<file path="config.mk">
export PLATFORM = sky130hd
export DESIGN_NAME = ir_minmax_calibrate_normalize_top
export DESIGN_NICKNAME = d
export VERILOG_FILES = /design/src/rtl/core/ircal_pkg.sv /design/src/rtl/core/ircal_div.sv /design/src/rtl/core/ir_minmax_calibrate_normalize_top.sv
export SDC_FILE = /design/constraint.sdc
export NUM_CORES = 1
export LEC_CHECK = 0
export BUFFER_PORTS_ARGS = -buffer_cell sky130_fd_sc_hd__buf_2
export CAP_MARGIN = 0
export CELL_PAD_IN_SITES_DETAIL_PLACEMENT = 1
export CELL_PAD_IN_SITES_GLOBAL_PLACEMENT = 2
export CORE_UTILIZATION = 25
export CTS_CLUSTER_SIZE = 12
export DETAILED_ROUTE_END_ITERATION = 8
export PLACE_DENSITY = 0.5
export SLEW_MARGIN = 10
export SYNTH_ARGS = -nofsm -noshare
export SYNTH_HDL_FRONTEND = slang
export SYNTH_SLANG_ARGS = --single-unit
</file>
<file path="constraint.sdc">
create_clock -name clock -period 9.4 [get_ports clock]
set_input_delay 1.88 -clock clock [delete_from_list [all_inputs] [get_ports clock]]
set_output_delay 1.88 -clock clock [all_outputs]
set_load 0.03 [all_outputs]
</file>
<file path="src/rtl/core/ircal_pkg.sv">
// Shared types and constants for the IR min/max calibrate and normalize block.
// Used by ircal_div and ir_minmax_calibrate_normalize_top; no dependencies.
package ircal_pkg;

   localparam int CHANNELS  = 4;
   localparam int CH_IDX_W  = (CHANNELS > 1) ? $clog2(CHANNELS) : 1;
   localparam int DATA_W    = 10;
   localparam int CHAN_W    = 2;
   localparam int PROD_W    = 2 * DATA_W;
   localparam int DIVISOR_W = DATA_W + 1;
   localparam int DIV_STEPS = DATA_W;
   localparam int STEP_W    = $clog2(DIV_STEPS + 1);

   localparam logic [DATA_W-1:0] FULL_SCALE     = 10'd1023;
   localparam logic [DATA_W-1:0] FAULT_LOW_RST  = 10'd100;
   localparam logic [DATA_W-1:0] FAULT_HIGH_RST = 10'd900;

   typedef logic [DATA_W-1:0] sample_type;

   typedef enum logic {
      OP_CALIBRATE = 1'b0,
      OP_NORMALIZE = 1'b1
   } op_type;

   typedef enum logic {
      REG_FAULT_LOW  = 1'b0,
      REG_FAULT_HIGH = 1'b1
   } reg_index_type;

endpackage

</file>
<file path="src/rtl/core/ircal_div.sv">
// Bit-serial restoring divider: (diff * 1023) / divisor, one quotient bit per cycle.
// Depends on ircal_pkg. Quotient is known to stay below 1024.
module ircal_div import ircal_pkg::*; (
   input  logic                 clock,
   input  logic                 reset,
   input  logic                 start,
   input  sample_type           diff,
   input  logic [DIVISOR_W-1:0] divisor,
   output logic                 done,
   output sample_type           quotient
);

   logic [PROD_W-1:0]    numer;
   logic [DIVISOR_W-1:0] trial;
   logic                 ge;

   sample_type           rem_ff, rem_in;
   sample_type           num_ff, num_in;
   sample_type           quo_ff, quo_in;
   logic [DIVISOR_W-1:0] div_ff, div_in;
   logic [STEP_W-1:0]    cnt_ff, cnt_in;
   logic                 busy_ff, busy_in;
   logic                 done_ff, done_in;

   // diff * 1023 as (diff << 10) - diff
   assign numer = {diff, {DATA_W{1'b0}}} - {{DATA_W{1'b0}}, diff};
   assign trial = {rem_ff, num_ff[DATA_W-1]};
   assign ge    = (trial >= div_ff);

   always_comb begin
      rem_in  = rem_ff;
      num_in  = num_ff;
      quo_in  = quo_ff;
      div_in  = div_ff;
      cnt_in  = cnt_ff;
      busy_in = busy_ff;
      done_in = 1'b0;
      if (start) begin
         // upper half is already below the divisor since the quotient fits DATA_W bits
         rem_in  = numer[PROD_W-1:DATA_W];
         num_in  = numer[DATA_W-1:0];
         div_in  = divisor;
         cnt_in  = '0;
         busy_in = 1'b1;
      end else if (busy_ff) begin
         if (ge) begin
            rem_in = DATA_W'(trial - div_ff);
         end else begin
            rem_in = trial[DATA_W-1:0];
         end
         num_in = {num_ff[DATA_W-2:0], 1'b0};
         quo_in = {quo_ff[DATA_W-2:0], ge};
         cnt_in = cnt_ff + STEP_W'(1);
         if (cnt_ff == STEP_W'(DIV_STEPS - 1)) begin
            busy_in = 1'b0;
            done_in = 1'b1;
         end
      end
   end

   always_ff @(posedge clock) begin
      if (reset) begin
         busy_ff <= 1'b0;
         done_ff <= 1'b0;
         cnt_ff  <= '0;
      end else begin
         busy_ff <= busy_in;
         done_ff <= done_in;
         cnt_ff  <= cnt_in;
      end
      rem_ff <= rem_in;
      num_ff <= num_in;
      quo_ff <= quo_in;
      div_ff <= div_in;
   end

   assign done     = done_ff;
   assign quotient = quo_ff;

endmodule

</file>
<file path="src/rtl/core/ir_minmax_calibrate_normalize_top.sv">
// Top level: per-channel min/max calibration and normalization of IR samples.
// Depends on ircal_pkg and ircal_div.
// Path: calibrate and uncalibrated results go through S_PREP and S_DONE; normalize
// goes through S_PREP, S_START, S_DIV (the 10-step serial divider) and S_DONE.
// One item in flight: requests are taken only in S_IDLE, after S_DONE passes the result on.
// Reset (synchronous): ranges to min 1023 / max 0, fault limits to 100 / 900.
module ir_minmax_calibrate_normalize_top import ircal_pkg::*; (
   input  logic        clock,
   input  logic        reset,
   // input channel
   input  logic        req_tvalid,
   output logic        req_tready,
   input  logic [15:0] req_tdata,   // [9:0] sample
   input  logic [2:0]  req_tuser,   // [0] operation, [2:1] channel
   // result channel
   output logic        rsp_tvalid,
   input  logic        rsp_tready,
   output logic [15:0] rsp_tdata,   // [9:0] value
   output logic [1:0]  rsp_tuser,   // [0] out_of_limits, [1] uncalibrated
   // register writes
   input  logic        csr_valid,
   output logic        csr_ready,
   input  logic        csr_index,
   input  logic [9:0]  csr_data
);

   typedef enum logic [4:0] {
      S_IDLE  = 5'b00001,
      S_PREP  = 5'b00010,
      S_START = 5'b00100,
      S_DIV   = 5'b01000,
      S_DONE  = 5'b10000
   } state_type;

   state_type     state_ff, state_in;

   op_type        op_ff, op_in;
   logic [CHAN_W-1:0] ch_ff, ch_in;
   sample_type    smp_ff, smp_in;

   sample_type    range_min_ff [CHANNELS];
   sample_type    range_max_ff [CHANNELS];
   sample_type    fault_low_ff, fault_high_ff;

   sample_type           diff_ff, diff_in;
   logic [DIVISOR_W-1:0] divisor_ff, divisor_in;

   sample_type    res_value_ff, res_value_in;
   logic          res_flag_ff, res_flag_in;
   logic          res_uncal_ff, res_uncal_in;

   logic          rsp_valid_ff, rsp_valid_in;
   sample_type    rsp_value_ff, rsp_value_in;
   logic          rsp_flag_ff, rsp_flag_in;
   logic          rsp_uncal_ff, rsp_uncal_in;

   logic [CH_IDX_W-1:0] ch_idx;
   logic          ch_ok;
   sample_type    lo, hi, clamped;
   logic          cal_write;
   logic          req_fire;
   logic          div_start;
   logic          div_done;
   sample_type    quotient;

   assign req_fire = req_tvalid && req_tready;
   assign ch_idx   = CH_IDX_W'(ch_ff);
   assign ch_ok    = (32'(ch_ff) < CHANNELS);
   assign lo       = range_min_ff[ch_idx];
   assign hi       = range_max_ff[ch_idx];

   always_comb begin
      if (smp_ff < lo) begin
         clamped = lo;
      end else if (smp_ff > hi) begin
         clamped = hi;
      end else begin
         clamped = smp_ff;
      end
   end

   assign cal_write = (state_ff == S_PREP) && (op_ff == OP_CALIBRATE) && ch_ok;
   assign div_start = (state_ff == S_START);

   ircal_div u_div (
      .clock    (clock),
      .reset    (reset),
      .start    (div_start),
      .diff     (diff_ff),
      .divisor  (divisor_ff),
      .done     (div_done),
      .quotient (quotient)
   );

   always_comb begin
      state_in     = state_ff;
      op_in        = op_ff;
      ch_in        = ch_ff;
      smp_in       = smp_ff;
      diff_in      = diff_ff;
      divisor_in   = divisor_ff;
      res_value_in = res_value_ff;
      res_flag_in  = res_flag_ff;
      res_uncal_in = res_uncal_ff;
      rsp_valid_in = rsp_valid_ff && !rsp_tready;
      rsp_value_in = rsp_value_ff;
      rsp_flag_in  = rsp_flag_ff;
      rsp_uncal_in = rsp_uncal_ff;

      unique case (state_ff)
         S_IDLE: begin
            if (req_fire) begin
               op_in    = op_type'(req_tuser[0]);
               ch_in    = req_tuser[2:1];
               smp_in   = req_tdata[DATA_W-1:0];
               state_in = S_PREP;
            end
         end
         S_PREP: begin
            res_flag_in = 1'b0;
            priority if (op_ff == OP_CALIBRATE) begin
               res_value_in = smp_ff;
               res_uncal_in = 1'b0;
               state_in     = S_DONE;
            end else if (!ch_ok || (hi < lo)) begin
               res_value_in = '0;
               res_uncal_in = 1'b1;
               state_in     = S_DONE;
            end else begin
               res_uncal_in = 1'b0;
               diff_in      = clamped - lo;
               divisor_in   = {1'b0, hi} - {1'b0, lo} + DIVISOR_W'(1);
               state_in     = S_START;
            end
         end
         S_START: begin
            state_in = S_DIV;
         end
         S_DIV: begin
            if (div_done) begin
               res_value_in = quotient;
               res_flag_in  = (quotient < fault_low_ff) || (quotient > fault_high_ff);
               state_in     = S_DONE;
            end
         end
         S_DONE: begin
            if (!rsp_valid_ff || rsp_tready) begin
               rsp_valid_in = 1'b1;
               rsp_value_in = res_value_ff;
               rsp_flag_in  = res_flag_ff;
               rsp_uncal_in = res_uncal_ff;
               state_in     = S_IDLE;
            end
         end
         default: begin
            state_in = S_IDLE;
         end
      endcase
   end

   always_ff @(posedge clock) begin
      if (reset) begin
         state_ff     <= S_IDLE;
         rsp_valid_ff <= 1'b0;
         fault_low_ff  <= FAULT_LOW_RST;
         fault_high_ff <= FAULT_HIGH_RST;
         for (int i = 0; i < CHANNELS; i++) begin
            range_min_ff[i] <= FULL_SCALE;
            range_max_ff[i] <= '0;
         end
      end else begin
         state_ff     <= state_in;
         rsp_valid_ff <= rsp_valid_in;
         if (csr_valid && csr_ready) begin
            unique case (reg_index_type'(csr_index))
               REG_FAULT_LOW:  fault_low_ff  <= csr_data;
               REG_FAULT_HIGH: fault_high_ff <= csr_data;
               default: ;
            endcase
         end
         if (cal_write) begin
            if (smp_ff < lo) begin
               range_min_ff[ch_idx] <= smp_ff;
            end
            if (smp_ff > hi) begin
               range_max_ff[ch_idx] <= smp_ff;
            end
         end
      end
      op_ff        <= op_in;
      ch_ff        <= ch_in;
      smp_ff       <= smp_in;
      diff_ff      <= diff_in;
      divisor_ff   <= divisor_in;
      res_value_ff <= res_value_in;
      res_flag_ff  <= res_flag_in;
      res_uncal_ff <= res_uncal_in;
      rsp_value_ff <= rsp_value_in;
      rsp_flag_ff  <= rsp_flag_in;
      rsp_uncal_ff <= rsp_uncal_in;
   end

   assign req_tready = (state_ff == S_IDLE);
   assign csr_ready  = 1'b1;
   assign rsp_tvalid = rsp_valid_ff;
   assign rsp_tdata  = {{(16 - DATA_W){1'b0}}, rsp_value_ff};
   assign rsp_tuser  = {rsp_uncal_ff, rsp_flag_ff};

endmodule

</file>
==> summary.md <==
| Metric | Value |
|---|---|
| Synth Area per Inst | `11.4 µm²` |
| Detailed placement HPWL | `22200 µm` |
| Max cap viols | `0` |
| WP data required | `9.69 ns` |
| Most frequent cells in the layout | `edfxtp_1, nand2_1, ha_1` |
| Synthesized area | `0.0114 mm²` |
| Worst-Skew Late Latency | `0.55 ns` |
| Dpl ws | `3.86 ns` |
| Slew Viols, Final | `0` |
| Max Clock Skew | `0.0161 ns` |
| Highest Clock Rate | `184 MHz` |
| Row count | `77` |
| Worst path cell trace | `buf_4 -> mux4_2 -> inv_1 -> ha_1 -> a21oi_1 -> o21ai_0 -> a2111oi_0 -> nor2_1 -> buf_4 -> mux2i_1 -> a21oi_1 -> ha_1 -> nor2b_1 -> o31a_1 -> o21ai_0 -> nand2b_1 -> a21o_1 -> a211oi_1 -> xnor2_1` |
| Core area | `0.0445 mm²` |
| Initial core utilization | `25.5%` |
| Clock sinks | `213` |
| Period utilization | `57.8%` |
| Post-CTS setup buffers | `0` |
| Top Ports | `56` |
| Worst path bufs/invs | `3` |
| Nets | `1165` |
| Hold Path Class | `flip-flop to flip-flop` |
| Commonest non-fill, non-tap cell in the layout | `edfxtp_1` |
| Actual slew at the worst max-slew pin | `1.14 ns` |
| Vias | `7462` |
| Slack of the critical path | `3.96 ns` |
| Die height | `215 µm` |
| Layout cell share with drive strength beyond 1 | `13.7%` |
| Die area | `0.0463 mm²` |
| Final Setup Violations | `0` |
| Main synth FF type | `edfxtp_1` |
| Crit path max-delay family | `compound AO/OA/AOI/OAI gates` |
| Leakage | `0.00498 µW` |
| Number of DRC markers in iteration 0 | `241` |
| Vias in the first global route | `7925` |
| Wire per inst | `18.7 µm` |
| Period minus WS final | `5.44 ns` |
| CP Launch Type | `flip-flop` |
| CTS buffer count | `28` |
| Register area share after synthesis | `53.3%` |
| Yosys warns | `0` |
| Initial antenna violation count | `0` |
| DRC Markers | `0` |
| Total track usage | `13.6%` |
| Critical Path AT | `5.73 ns` |
| TritonRoute pass-1 iters | `4` |
| Async set or reset register ratio after synthesis | `0%` |
| Post-CTS Hold Buffers | `0` |
| Ant. Diodes | `0` |
| Routed WL | `31000 µm` |
| Post-route ant nets | `0` |
| CP endpoint kind | `flip-flop` |
| PD cells | `198 mW/mm²` |
| Max incr delay on CP | `0.73 ns` |
| CTS root buf | `clkbuf_16` |
| Area Growth Syn to Fin | `15.3%` |
| Final Hold Fails | `0` |
| Post-cts sizing count | `0` |
| Final Wtd Congestion | `0.738` |
| Rel. slew slack | `23.8%` |
| Unique masters post-synth | `63` |
| First-pass GRT wire length | `48000 µm` |
| Vias per cell | `4.51` |
| Slowest CP cell | `a2111oi_0` |
| Status | `completed` |
| Maximum vdd drop | `0.000129 V` |
| Port Buffers | `42` |
| Total grt overflow | `0` |
| Critical Path Fanout Max | `23` |
| Clock-pin transition on the worst setup and hold timing paths | `0.06 ns` |
| Clock buffer depth | `3` |
| Pin count of the biggest net entering global routing | `42` |
| Gate Count Post-Synth | `995` |
| Final setup TNS | `0 ns` |
| Die W | `215 µm` |
| H-tree lvl count | `1` |
| EDFF count, synth | `179` |
| Utilization after layout | `29.5%` |
| CTS tree | `built` |
| #FFs+latches synth | `213` |
| RSZ-0062 raised after global routing | `no` |
| Setup Crit Path Kind | `flip-flop to flip-flop` |
## path summary, 6_finish.rpt
check | cells after the start | slack [ns] | end | start
worst max register to register | 19 | 3.96 | diff_ff[9] | flip-flop
worst max-delay path | 19 | 3.96 | diff_ff[9] | flip-flop
worst min register to register | 0 | 0.42 | rsp_value_ff[3] | res_value_ff[3]
worst min-delay path | 0 | 0.42 | rsp_value_ff[3] | res_value_ff[3]
## logic make-up (layout without fill, tap and decap cells)
family                   after synthesis  in the layout  share of synthesized area, %
adder cells (fa/ha/maj)               89             89                          10.3
buffers and inverters                124            186                          4.52
multiplexers                          33             33                          4.87
flip-flops                           213            213                          53.3
AO/OA/AOI/OAI                        167            167                          9.39
AND/OR/NAND/NOR                      336            336                          15.2
XOR/XNOR                              31             31                          2.39
other                                  2              7                        0.0661
## Yosys cell counts, drive strengths merged (9+ instances only)
library cell	count	share of area, %
a21oi	46	2.0
dfxtp	34	6.0
xor2	14	1.1
nand2	99	3.3
inv	77	2.5
xnor2	17	1.3
nand3	18	0.79
and2	33	1.8
nor2	46	1.5
nor3	19	0.84
or2	29	1.6
edfxtp	179	47
and3	15	0.83
o21ai	42	1.8
mux4	17	3.4
nand2b	16	0.88
or3	24	1.3
nand3b	9	0.59
ha	82	9.0
a21o	18	1.2
clkbuf	29	0.96
buf	18	1.0
a211oi	11	0.77
## through the flow
stage	cells	hold slack (ns)	total power, µW	area, µm²
after floorplan	1000	0.400	1440	11400
final	1654	0.417	2600	13100
after detailed placement	1603	0.406	1610	12200
after global routing	1654	0.427	2730	13100
after CTS	1654	0.419	2650	13100
after global placement	1603	0.401	1610	12200
## metal layers
| layer | up-vias | wire length [µm] | global-route usage, % |
|---|---|---|---|
| li1 | 3668 | - | - |
| met1 | 3682 | 15100 | 18.3 |
| met2 | 82 | 14600 | 23.0 |
| met3 | 30 | 785 | 1.88 |
| met4 | 0 | 537 | 2.84 |
| met5 | - | 0 | 0 |
## worst reg2reg max path, delay by kind of cell, from the launching register on
kind / cells / cell delay (ns)
buf+inv: 3 / 0.81
flops: 1 / 0.30
mux: 2 / 0.87
compound gates: 8 / 2.07
xor+xnor: 1 / 0.10
fa+ha+maj: 2 / 0.55
simple gates: 3 / 0.46
## flip-flops by register name (all words and copies together) (netlist names), 5 cells and up, named ones only
| name | flops |
|---|---|
| diff_ff | 10 |
| divisor_ff | 11 |
| fault_high_ff | 10 |
| fault_low_ff | 10 |
| range_max_ff | 40 |
| range_min_ff | 40 |
| res_value_ff | 10 |
| rsp_value_ff | 10 |
| smp_ff | 10 |
| state_ff | 5 |
| u_div.div_ff | 11 |
| u_div.num_ff | 10 |
| u_div.quotient | 10 |
| u_div.rem_ff | 10 |
## layout make-up
class                           instances  area [µm²]
Clock buffer                           42         795
Sequential cell                       213        6060
Clock inverter                          9        78.8
Multi-Input combinational cell        663        4820
Tap cell                              592         741
Inverter                               77         289
Timing Repair Buffer                   58         330
Fill cell                            4957       31400
## power by group
part	leakage [µW]	switching, µW	total (µW)	internal, µW
clock network	0.000425	409	1020	609
registers	0.00186	44.7	1120	1070
logic	0.00269	290	460	170
No activity file was read; power rests on OpenSTA's default activity.
